--- src/bdlp_pkg.sv ---
// types and constants shared by the button debouncer files
package bdlp_pkg;

  // stable status doubles as the event code sent out
  typedef enum logic [1:0] {
    EV_RELEASE = 2'd0,
    EV_PRESS   = 2'd1,
    EV_LONG    = 2'd2,
    EV_REPEAT  = 2'd3
  } event_t;

  localparam int unsigned CountWidth = 8;
  localparam int unsigned AddrWidth  = 5;
  localparam int unsigned DataWidth  = 32;

  // register indexes, byte address is 4 times the index
  localparam logic [2:0] REG_DEBOUNCE      = 3'd0;
  localparam logic [2:0] REG_LONG_PRESS    = 3'd1;
  localparam logic [2:0] REG_REPEAT_START  = 3'd2;
  localparam logic [2:0] REG_REPEAT_PERIOD = 3'd3;
  localparam logic [2:0] REG_REPEAT_ENABLE = 3'd4;

  localparam logic [CountWidth-1:0] DebounceReset     = 8'd3;
  localparam logic [CountWidth-1:0] LongPressReset    = 8'd50;
  localparam logic [CountWidth-1:0] RepeatStartReset  = 8'd75;
  localparam logic [CountWidth-1:0] RepeatPeriodReset = 8'd10;
  localparam logic                  RepeatEnableReset = 1'b1;

  localparam logic [CountWidth-1:0] CountMax = {CountWidth{1'b1}};

  typedef struct packed {
    logic [CountWidth-1:0] debounce_ticks;
    logic [CountWidth-1:0] long_press_ticks;
    logic [CountWidth-1:0] repeat_start_ticks;
    logic [CountWidth-1:0] repeat_period_ticks;
    logic                  repeat_enable;
  } cfg_t;

endpackage

--- src/bdlp_in_if.sv ---
// pin sample channel
interface bdlp_in_if;
  logic valid;
  logic ready;
  logic raw_pin;

  modport source (output valid, output raw_pin, input ready);
  modport sink (input valid, input raw_pin, output ready);
endinterface

--- src/bdlp_out_if.sv ---
// button event channel
interface bdlp_out_if;
  logic       valid;
  logic       ready;
  logic [1:0] button_event;

  modport source (output valid, output button_event, input ready);
  modport sink (input valid, input button_event, output ready);
endinterface

--- src/bdlp_regs.sv ---
// apb configuration registers of the button debouncer
module bdlp_regs
  import bdlp_pkg::*;
(
  input  logic                 clk,
  input  logic                 rst,
  input  logic                 psel,
  input  logic                 penable,
  input  logic                 pwrite,
  input  logic [AddrWidth-1:0] paddr,
  input  logic [DataWidth-1:0] pwdata,
  output logic [DataWidth-1:0] prdata,
  output logic                 pready,
  output cfg_t                 cfg
);

  logic [2:0] reg_index;
  logic       wr_en;

  assign pready    = 1'b1;
  assign reg_index = paddr[AddrWidth-1:2];
  assign wr_en     = psel && penable && pwrite && pready;

  always_ff @(posedge clk) begin
    if (rst) begin
      cfg.debounce_ticks      <= DebounceReset;
      cfg.long_press_ticks    <= LongPressReset;
      cfg.repeat_start_ticks  <= RepeatStartReset;
      cfg.repeat_period_ticks <= RepeatPeriodReset;
      cfg.repeat_enable       <= RepeatEnableReset;
    end else if (wr_en) begin
      case (reg_index)
        REG_DEBOUNCE:      cfg.debounce_ticks      <= pwdata[CountWidth-1:0];
        REG_LONG_PRESS:    cfg.long_press_ticks    <= pwdata[CountWidth-1:0];
        REG_REPEAT_START:  cfg.repeat_start_ticks  <= pwdata[CountWidth-1:0];
        REG_REPEAT_PERIOD: cfg.repeat_period_ticks <= pwdata[CountWidth-1:0];
        REG_REPEAT_ENABLE: cfg.repeat_enable       <= pwdata[0];
        default: ;
      endcase
    end
  end

  always_comb begin
    case (reg_index)
      REG_DEBOUNCE:      prdata = {{(DataWidth-CountWidth){1'b0}}, cfg.debounce_ticks};
      REG_LONG_PRESS:    prdata = {{(DataWidth-CountWidth){1'b0}}, cfg.long_press_ticks};
      REG_REPEAT_START:  prdata = {{(DataWidth-CountWidth){1'b0}}, cfg.repeat_start_ticks};
      REG_REPEAT_PERIOD: prdata = {{(DataWidth-CountWidth){1'b0}}, cfg.repeat_period_ticks};
      REG_REPEAT_ENABLE: prdata = {{(DataWidth-1){1'b0}}, cfg.repeat_enable};
      default:           prdata = '0;
    endcase
  end

endmodule

--- src/button_debounce_long_press_repeat.sv ---
// button debouncer with long press and auto-repeat, top level
// an event is shown in the cycle after the sample transaction that causes it
// throughput: one sample per cycle unless stalled; the status/counter update is combinational logic
// the output register stalls the input only while an event waits and out ready is low
// reset (synchronous, active high): status release, level not pressed, counter 0,
// registers back to 3, 50, 75, 10 and repeat enabled, no event pending
module button_debounce_long_press_repeat
  import bdlp_pkg::*;
(
  input  logic                 clk,
  input  logic                 rst,
  bdlp_in_if.sink              in_ch,
  bdlp_out_if.source           out_ch,
  input  logic                 psel,
  input  logic                 penable,
  input  logic                 pwrite,
  input  logic [AddrWidth-1:0] paddr,
  input  logic [DataWidth-1:0] pwdata,
  output logic [DataWidth-1:0] prdata,
  output logic                 pready
);

  cfg_t cfg;

  bdlp_regs u_regs (
    .clk     (clk),
    .rst     (rst),
    .psel    (psel),
    .penable (penable),
    .pwrite  (pwrite),
    .paddr   (paddr),
    .pwdata  (pwdata),
    .prdata  (prdata),
    .pready  (pready),
    .cfg     (cfg)
  );

  // debouncer state
  event_t                stable_status;
  event_t                stable_status_next;
  logic                  last_level;
  logic                  last_level_next;
  logic [CountWidth-1:0] tick_count;
  logic [CountWidth-1:0] tick_count_next;
  logic                  emit;

  // output register
  logic                  out_valid;
  event_t                out_event;

  logic                  accept;
  logic                  level;
  logic [CountWidth:0]   repeat_due;

  // pin is active low, level 1 means pressed
  assign level      = ~in_ch.raw_pin;
  // sum kept one bit wider so an out of range target is never reached
  assign repeat_due = {1'b0, cfg.repeat_start_ticks} + {1'b0, cfg.repeat_period_ticks};

  // a new sample enters whenever the output register is free or being drained
  assign in_ch.ready = !out_valid || out_ch.ready;
  assign accept      = in_ch.valid && in_ch.ready;

  always_comb begin
    stable_status_next = stable_status;
    last_level_next    = last_level;
    tick_count_next    = tick_count;
    emit               = 1'b0;

    // level change restarts the count, otherwise count with saturation while pressed or not in release
    if (level == last_level) begin
      if ((level || stable_status != EV_RELEASE) && tick_count != CountMax) begin
        tick_count_next = tick_count + 1'b1;
      end
    end else begin
      tick_count_next = '0;
      last_level_next = level;
    end

    // evaluate only once the level has been stable long enough
    if (tick_count_next >= cfg.debounce_ticks) begin
      if (last_level_next) begin
        case (stable_status)
          EV_RELEASE: begin
            stable_status_next = EV_PRESS;
            emit               = 1'b1;
          end
          EV_PRESS: begin
            if (tick_count_next >= cfg.long_press_ticks) begin
              stable_status_next = EV_LONG;
              emit               = 1'b1;
            end
          end
          EV_LONG: begin
            if (cfg.repeat_enable && tick_count_next >= cfg.repeat_start_ticks) begin
              stable_status_next = EV_REPEAT;
              emit               = 1'b1;
            end
          end
          EV_REPEAT: begin
            // each repeat reloads the counter to the repeat start point
            if (cfg.repeat_enable && {1'b0, tick_count_next} >= repeat_due) begin
              tick_count_next = cfg.repeat_start_ticks;
              emit            = 1'b1;
            end
          end
          default: ;
        endcase
      end else begin
        // stable release
        stable_status_next = EV_RELEASE;
        tick_count_next    = '0;
        emit               = 1'b1;
      end
    end
  end

  always_ff @(posedge clk) begin
    if (rst) begin
      stable_status <= EV_RELEASE;
      last_level    <= 1'b0;
      tick_count    <= '0;
    end else if (accept) begin
      stable_status <= stable_status_next;
      last_level    <= last_level_next;
      tick_count    <= tick_count_next;
    end
  end

  always_ff @(posedge clk) begin
    if (rst) begin
      out_valid <= 1'b0;
    end else if (accept) begin
      out_valid <= emit;
    end else if (out_ch.ready) begin
      out_valid <= 1'b0;
    end
  end

  // event code is the status after the update
  always_ff @(posedge clk) begin
    if (accept && emit) begin
      out_event <= stable_status_next;
    end
  end

  assign out_ch.valid        = out_valid;
  assign out_ch.button_event = out_event;

endmodule

--- src/flat_wrapper.sv ---
// flat-port wrapper written by rule: the top's interface ports become plain ports
module button_debounce_long_press_repeat_flat import bdlp_pkg::*;
  (clk, rst, psel, penable, pwrite, paddr, pwdata, prdata, pready, in_ch_valid, in_ch_raw_pin, in_ch_ready, out_ch_valid, out_ch_button_event, out_ch_ready);
  bdlp_in_if in_ch_i ();
  bdlp_out_if out_ch_i ();
  input  logic clk;
  input  logic rst;
  input  logic psel;
  input  logic penable;
  input  logic pwrite;
  input  logic [AddrWidth-1:0] paddr;
  input  logic [DataWidth-1:0] pwdata;
  output logic [DataWidth-1:0] prdata;
  output logic pready;
  input wire logic [$bits(in_ch_i.valid)-1:0] in_ch_valid;
  input wire logic [$bits(in_ch_i.raw_pin)-1:0] in_ch_raw_pin;
  output wire logic [$bits(in_ch_i.ready)-1:0] in_ch_ready;
  output wire logic [$bits(out_ch_i.valid)-1:0] out_ch_valid;
  output wire logic [$bits(out_ch_i.button_event)-1:0] out_ch_button_event;
  input wire logic [$bits(out_ch_i.ready)-1:0] out_ch_ready;
  assign in_ch_i.valid = in_ch_valid;
  assign in_ch_i.raw_pin = in_ch_raw_pin;
  assign in_ch_ready = in_ch_i.ready;
  assign out_ch_valid = out_ch_i.valid;
  assign out_ch_button_event = out_ch_i.button_event;
  assign out_ch_i.ready = out_ch_ready;
  button_debounce_long_press_repeat u_core (.clk(clk), .rst(rst), .in_ch(in_ch_i), .out_ch(out_ch_i), .psel(psel), .penable(penable), .pwrite(pwrite), .paddr(paddr), .pwdata(pwdata), .prdata(prdata), .pready(pready));
endmodule
--- config.mk ---
export PLATFORM = sky130hd
export DESIGN_NAME = button_debounce_long_press_repeat_flat
export DESIGN_NICKNAME = d
export VERILOG_FILES = /design/src/bdlp_pkg.sv /design/src/bdlp_in_if.sv /design/src/bdlp_out_if.sv /design/src/bdlp_regs.sv /design/src/button_debounce_long_press_repeat.sv /design/src/flat_wrapper.sv
export SDC_FILE = /design/constraint.sdc
export NUM_CORES = 1
export LEC_CHECK = 0
export ABC_CLOCK_PERIOD_IN_PS = 10010
export BUFFER_PORTS_ARGS = -buffer_cell sky130_fd_sc_hd__buf_2
export CAP_MARGIN = 40
export CORE_MARGIN = 1.5
export CORE_UTILIZATION = 25
export CTS_CLUSTER_DIAMETER = 120
export DETAILED_ROUTE_END_ITERATION = 16
export GPL_ROUTABILITY_DRIVEN = 0
export PLACE_DENSITY = 0.47
export SLEW_MARGIN = 10
export SYNTH_ARGS = -nofsm -noshare
export SYNTH_HDL_FRONTEND = slang
export SYNTH_SLANG_ARGS = --single-unit
--- constraint.sdc ---
create_clock -name clk -period 10.01 [get_ports clk]
set_clock_uncertainty 0.05 [all_clocks]
set_input_delay 1.001 -clock clk [delete_from_list [all_inputs] [get_ports clk]]
set_output_delay 1.001 -clock clk [all_outputs]
set_load 0.05 [all_outputs]
# Yosys cells after proc, flatten, opt, wreduce, memory -nomap -nowiden
# Cells that the tools add are included.
[op_classes] n_addsub=2 multipliers=0 div_mod_pow=0 n_lt_le_gt_ge=4 n_eq_ne=9 shift=0 n_mux=21 bitwise=1 n_reduce_logical=19
[op_table] cell="$mux 8" n=6
[op_table] cell="$pmux 8 s5" n=1
[op_table] cell="$ge 8x8->1" n=3
[op_table] cell="$reduce_and 2->1" n=5
[op_table] cell="$add 8x8->9" n=1
[op_table] cell="$ge 8x9->1" n=1
[op_table] cell="$add 8x1->8 const B" n=1
[op_table] cell="$mux 1" n=8
[op_table] cell="$mux 2" n=4
[op_table] cell="$ne 8x8->1 const B" n=1
[op_table] cell="$logic_and 1x1->1" n=7
[op_table] cell="$eq 3x2->1 const B" n=2
[op_table] cell="$pmux 2 s3" n=1
[op_table] cell="$eq 2x2->1 const B" n=2
[op_table] cell="$pmux 1 s4" n=1
[op_table] cell="$reduce_bool 2->1" n=2
[op_table] cell="$eq 3x1->1 const B" n=1
[op_table] cell="$eq 3x3->1 const B" n=1
[op_table] cell="$logic_not 3->1" n=1
[op_table] cell="$eq 2x1->1 const B" n=1
[op_table] cell="$logic_not 2->1" n=1
[op_table] cell="$logic_or 1x1->1" n=2
[op_table] cell="$eq 1x1->1" n=1
[op_table] cell="$logic_not 1->1" n=1
[op_table] cell="$not 1->1" n=1
[totals] reg_bits=47 latchBits=0 mem_bits_rw=0 romBits=0 inputBits=45 out_inout_bits=37 elab_cells=66 mem_count=0

# Longest topological paths before layout
[logic_depth] word_depth=12 depth_mapped=15 depth_no_buf=15

# Cells and area by module
# Synthesis repeated with hierarchy kept, for this count alone.
[hier_totals] hier_cells=431 area_unflattened_um2=3839.9
[modules_own_cells] module="button_debounce_long_press_repeat" n_inst=1 cells_per_inst=240 area_each_um2=1963.1 seq_area_each_um2=300.3
[modules_own_cells] module="bdlp_regs" n_inst=1 cells_per_inst=191 area_each_um2=1876.8 seq_area_each_um2=660.6

# Worst setup path after synthesis
# OpenSTA, ideal clock, no wires.
[synth_timing] path_kind="input to register" start="input in_ch_raw_pin" end="register u_core.tick_count[0]" setup_ns=0.071 t_arrival_ns=3.678 required_time_ns=9.889 path_slack_ns=6.211 cell_stages=14 path_buffers=0 cell_sequence="nor3b_4 > a211oi_1 > nand3_1 > xnor2_1 > and2_1 > ha_1 > a211oi_1 > o21ai_0 > a31oi_1 > o41ai_1 > o21a_1 > o211ai_4 > mux2_4 > o21ai_1"
[synth_between] elab_chain_cells=11 word_cells_on_any_way=14 classes_between="order compare: 2; eq/ne: 1; mux: 7; bitwise: 1; reduce/logical: 3"
[synth_rtl] item="start: declaration" line_no="flat_wrapper.sv:16" text="input wire logic [$bits(in_ch_i.raw_pin)-1:0] in_ch_raw_pin;"
[synth_rtl] item="$not 1->1 *" line_no="button_debounce_long_press_repeat.sv:56" text="assign level = ~in_ch.raw_pin;"
[synth_rtl] item="$logic_or 1x1->1" line_no="button_debounce_long_press_repeat.sv:72" text="if ((level || stable_status != EV_RELEASE) && tick_count != CountMax) begin"
[synth_rtl] item="$logic_and 1x1->1" line_no="button_debounce_long_press_repeat.sv:72"
[synth_rtl] item="$mux 8" line_no="button_debounce_long_press_repeat.sv:72"
[synth_rtl] item="$mux 8" line_no="button_debounce_long_press_repeat.sv:71" text="if (level == last_level) begin"
[synth_rtl] item="$ge 8x9->1" line_no="button_debounce_long_press_repeat.sv:102" text="if (cfg.repeat_enable && {1'b0, tick_count_next} >= repeat_due) begin"
[synth_rtl] item="$logic_and 1x1->1" line_no="button_debounce_long_press_repeat.sv:102"
[synth_rtl] item="$mux 8" line_no="button_debounce_long_press_repeat.sv:102"
[synth_rtl] item="$mux 8" line_no="button_debounce_long_press_repeat.sv:83" text="case (stable_status)"
[synth_rtl] item="$mux 8" line_no="button_debounce_long_press_repeat.sv:82" text="if (last_level_next) begin"
[synth_rtl] item="$mux 8 *" line_no="button_debounce_long_press_repeat.sv:81" text="if (tick_count_next >= cfg.debounce_ticks) begin"
[synth_rtl] item="end signal: assignment" line_no="button_debounce_long_press_repeat.sv:126" text="tick_count <= tick_count_next;"
[synth_rtl] item="end: declaration" line_no="button_debounce_long_press_repeat.sv:43" text="logic [CountWidth-1:0] tick_count;"
# Mark *: on every way between the ends. The rest lies on a longest branch, timed or not.
# A chain may end at the register's enable or synchronous reset.

# Worst setup path in the final report
# Ends and elaborated chain as after synthesis.

==> out/results.tsv <==
stage	metric	value	unit
setup_path	critPathRequiredTime	10.18	ns
global_routing	grt-ovfl-total	0	
layout	n_antenna_cell	0	
drt	wl_met1	4.45	mm
power	p_switching	0.000130	W
floorplan	fp.coreArea	14000	um2
power	vdd_drop_max	0.0000586	V
synth	ys_top_cells_by_area	dfxtp_1 (25%), ha_1 (14%), mux2i_1 (9.1%), buf_4 (5.2%), mux4_2 (4.4%)	
setup_path	slowest_stage	a211oi_1	
worst_hold_path	hp-class	reg -> reg	
synth	syn_inst	405	
sta	slew_headroom	0.573	
placement	io_buffers	30	
synth	synth_edf_count	2	
placement	dpl.hpwl	6.99	mm
drt	routed_wl	8.91	mm
global_routing	grt_max_degree	30	
global_routing	grt_usage	0.126	
power	combPwrFrac	0.158	
drt	wire_per_inst	14.5	um
setup_path	worstSetupStartpointType	input port	
synth	avgSynthCellArea	8.93	um2
floorplan	die_x	123	um
clock_network	clk_path_buf_depth	2	
drt	dr.pass1.iters	4	
setup_path	critical_path_class	in -> reg	
run_status	status	completed	
synth	synth-adder-area-share	0.144	
power	seqPwrFrac	0.438	
synth	synth_cell_type_count	56	
layout	drive_above_1_share	0.145	
synth	synth-seq-cells	47	
sta	max_freq	240	MHz
clock_network	cts_resized	0	
clock_network	htree_levels	2	
floorplan	ioPinCount	82	
drt	drtAntennaViolNets	0	
clock_network	clock_latency	0.30	ns
drt	drtIter0Drc	99	
synth	synth_top_area_frac	0.249	
setup_path	cp_common_cell	a211oi_1	
clock_network	post_cts_buffers	0	
layout	final_cell_mix	dfxtp_1 (45), ha_1 (40), nor2_1 (35)	
power	clockPowerShare	0.403	
synth	mappedNetlistArea	3620	um2
power	p_leak	1.84	nW
sta	fin_crit_sh	0.416	
synth	async_reset_ff_frac	0	
synth	yosys-mux-area-fraction	0.139	
clock_network	cts.sinks	47	
layout	layout_commonest_cell	dfxtp_1	
clock_network	cts_tree	yes	
drt	vias_per_cell	4.63	
drt	vias	2843	
sta	layout_setup_ws	5.84	ns
synth	synthFlopType	dfxtp_1	
setup_path	crit_arrival	4.34	ns
sta	rsz0062_at_grt	false	
clock_network	postCtsHoldBufs	0	
sta	hold_ws	0.429	ns
power	intPower	0.000309	W
layout	fin_nets	519	
clock_network	cts_made_buffers	5	
synth	synth_top_family_by_area	compound AO/OA/AOI/OAI gates	
global_routing	antenna_found_initial	0	
drt	top_layer_used	met4	
setup_path	critPathMaxStageDelay	0.49	ns
clock_network	cts.clk_slew.worst_paths	0.07	ns
clock_network	cts_root_buf	clkbuf_16	
setup_path	crit_fanout	8	
placement	post-place-ws	5.58	ns
synth	synth_compound_area_frac	0.169	
synth	ys_warn_count	0	
drt	wl_met2	3.97	mm
floorplan	rows	43	
drt	drc	0	
power	p_sw_frac	0.296	
sta	slew_viol_final	0	
floorplan	die-area	15200	um2
layout	area_growth_syn_to_layout	11.3	%
synth	synthXorXnorAreaFrac	0.0266	
layout	final_util	0.288	
sta	setup_viol	0	
floorplan	die_height	123	um
global_routing	grt_first_pass_wirelength	14.6	mm
setup_path	path_cells	buf_2, nor3b_4, a211oi_1, nand3_1, xnor2_1, and2_1, ha_1, a211oi_1, o21ai_0, a31oi_1, o41ai_1, o21a_1, o211ai_4, mux2_4, o21ai_1	
setup_path	end_kind	flop	
sta	tightest_slew	0.639	ns
flow_run	maxCapViolCount	0	
drt	wl_met3	393	um
synth	ys_seq_area_frac	0.266	
floorplan	initial_utilization	0.258	
power	power.density	109	nW/um2
synth	synth_top_area_cell	dfxtp_1	
sta	hold_violations	0	
synth	synthSimpleGateAreaFrac	0.155	
global_routing	grt_pass1_vias	2765	
sta	fin_tns_setup	0	ns
sta	fin_crit	4.17	ns
[state kept, by name (all words and copies together), names as in the netlist]
| signal | count |
|---|---|
| u_core.last_level | 1 |
| u_core.out_ch.button_event | 2 |
| u_core.out_ch.valid | 1 |
| u_core.stable_status | 2 |
| u_core.tick_count | 8 |
| u_core.u_regs.cfg | 33 |
[final cells by class]
type	instances	area (um2)
repair buffers	34	181
clock buffers	7	143
multi-input cells	313	2380
flip-flops and latches	47	961
inverters	32	120
clock inverters	1	8.76
fillers	1547	9960
well taps	180	225
[critical path: cells and delay by family]
kind / cells / cell delay [ns]
AOI/OAI and AO/OA: 8 / 1.82
and+or+nand+nor: 3 / 0.61
muxes: 1 / 0.33
adders and majority gates: 1 / 0.31
xor gates and xnor gates: 1 / 0.15
buffers and inverters: 1 / 0.11
[synth_stat cells, drive strengths merged, types with 3 or more instances]
library cell  instances
a31oi                 3
ha                   40
o21a                  4
xnor2                 9
nand3                 8
and2                  7
inv                  32
o21ai                17
nor2                 36
mux4                  7
mux2i                33
o211ai                9
dfxtp                45
nand2                34
nand2b                5
clkbuf                8
nor2b                12
o41ai                 3
buf                  28
a21o                  8
a21oi                15
a211oi                9
[power by group through the flow]
stage	combinational (W)	sequential, W	clock [W]
after floorplan	0.0000623	0.000196	0
after global placement	0.0000689	0.000196	0
after detailed placement	0.0000696	0.000197	0
after CTS	0.0000700	0.000192	0.000182
after global routing	0.0000760	0.000192	0.000189
final	0.0000694	0.000192	0.000177
[through the flow]
| stage | cell area (um2) | power (W) | instances |
|---|---|---|---|
| 6_report | 4020 | 0.000439 | 614 |
| 5_1_grt | 4020 | 0.000457 | 614 |
| 4_1_cts | 4020 | 0.000444 | 614 |
| 3_5_place_dp | 3870 | 0.000266 | 606 |
| 3_3_place_gp | 3850 | 0.000265 | 603 |
| 2_1_floorplan | 3700 | 0.000258 | 428 |
[worst paths after layout]
path,slack (ns),cells past startpoint,startpoint,end
max,5.84,15,in_ch_raw_pin,u_core.tick_count[0]$_SDFFE_PP0P_
min,0.43,2,u_core.tick_count[6]$_SDFFE_PP0P_,u_core.tick_count[6]$_SDFFE_PP0P_
max reg2reg,6.09,14,u_core.stable_status[1]$_SDFFE_PP0P_,u_core.tick_count[0]$_SDFFE_PP0P_
min reg2reg,0.43,2,u_core.tick_count[6]$_SDFFE_PP0P_,u_core.tick_count[6]$_SDFFE_PP0P_
[routing by layer]
layer,GRT usage,vias to the layer above
met3,0.0208,7
met2,0.199,65
met1,0.175,1336
li1,-,1435
met4,0.0388,0
met5,0,-
[kinds of logic (layout without fill, tap and decap cells)]
family          Yosys count  after routing
simple gates            114            114
compound gates           81             81
buf+inv                  68             74
flops                    47             47
fa+ha+maj                41             41
mux                      41             41
xor+xnor                 11             11
other cells               2             25
No activity file was read; power rests on OpenSTA's default activity.
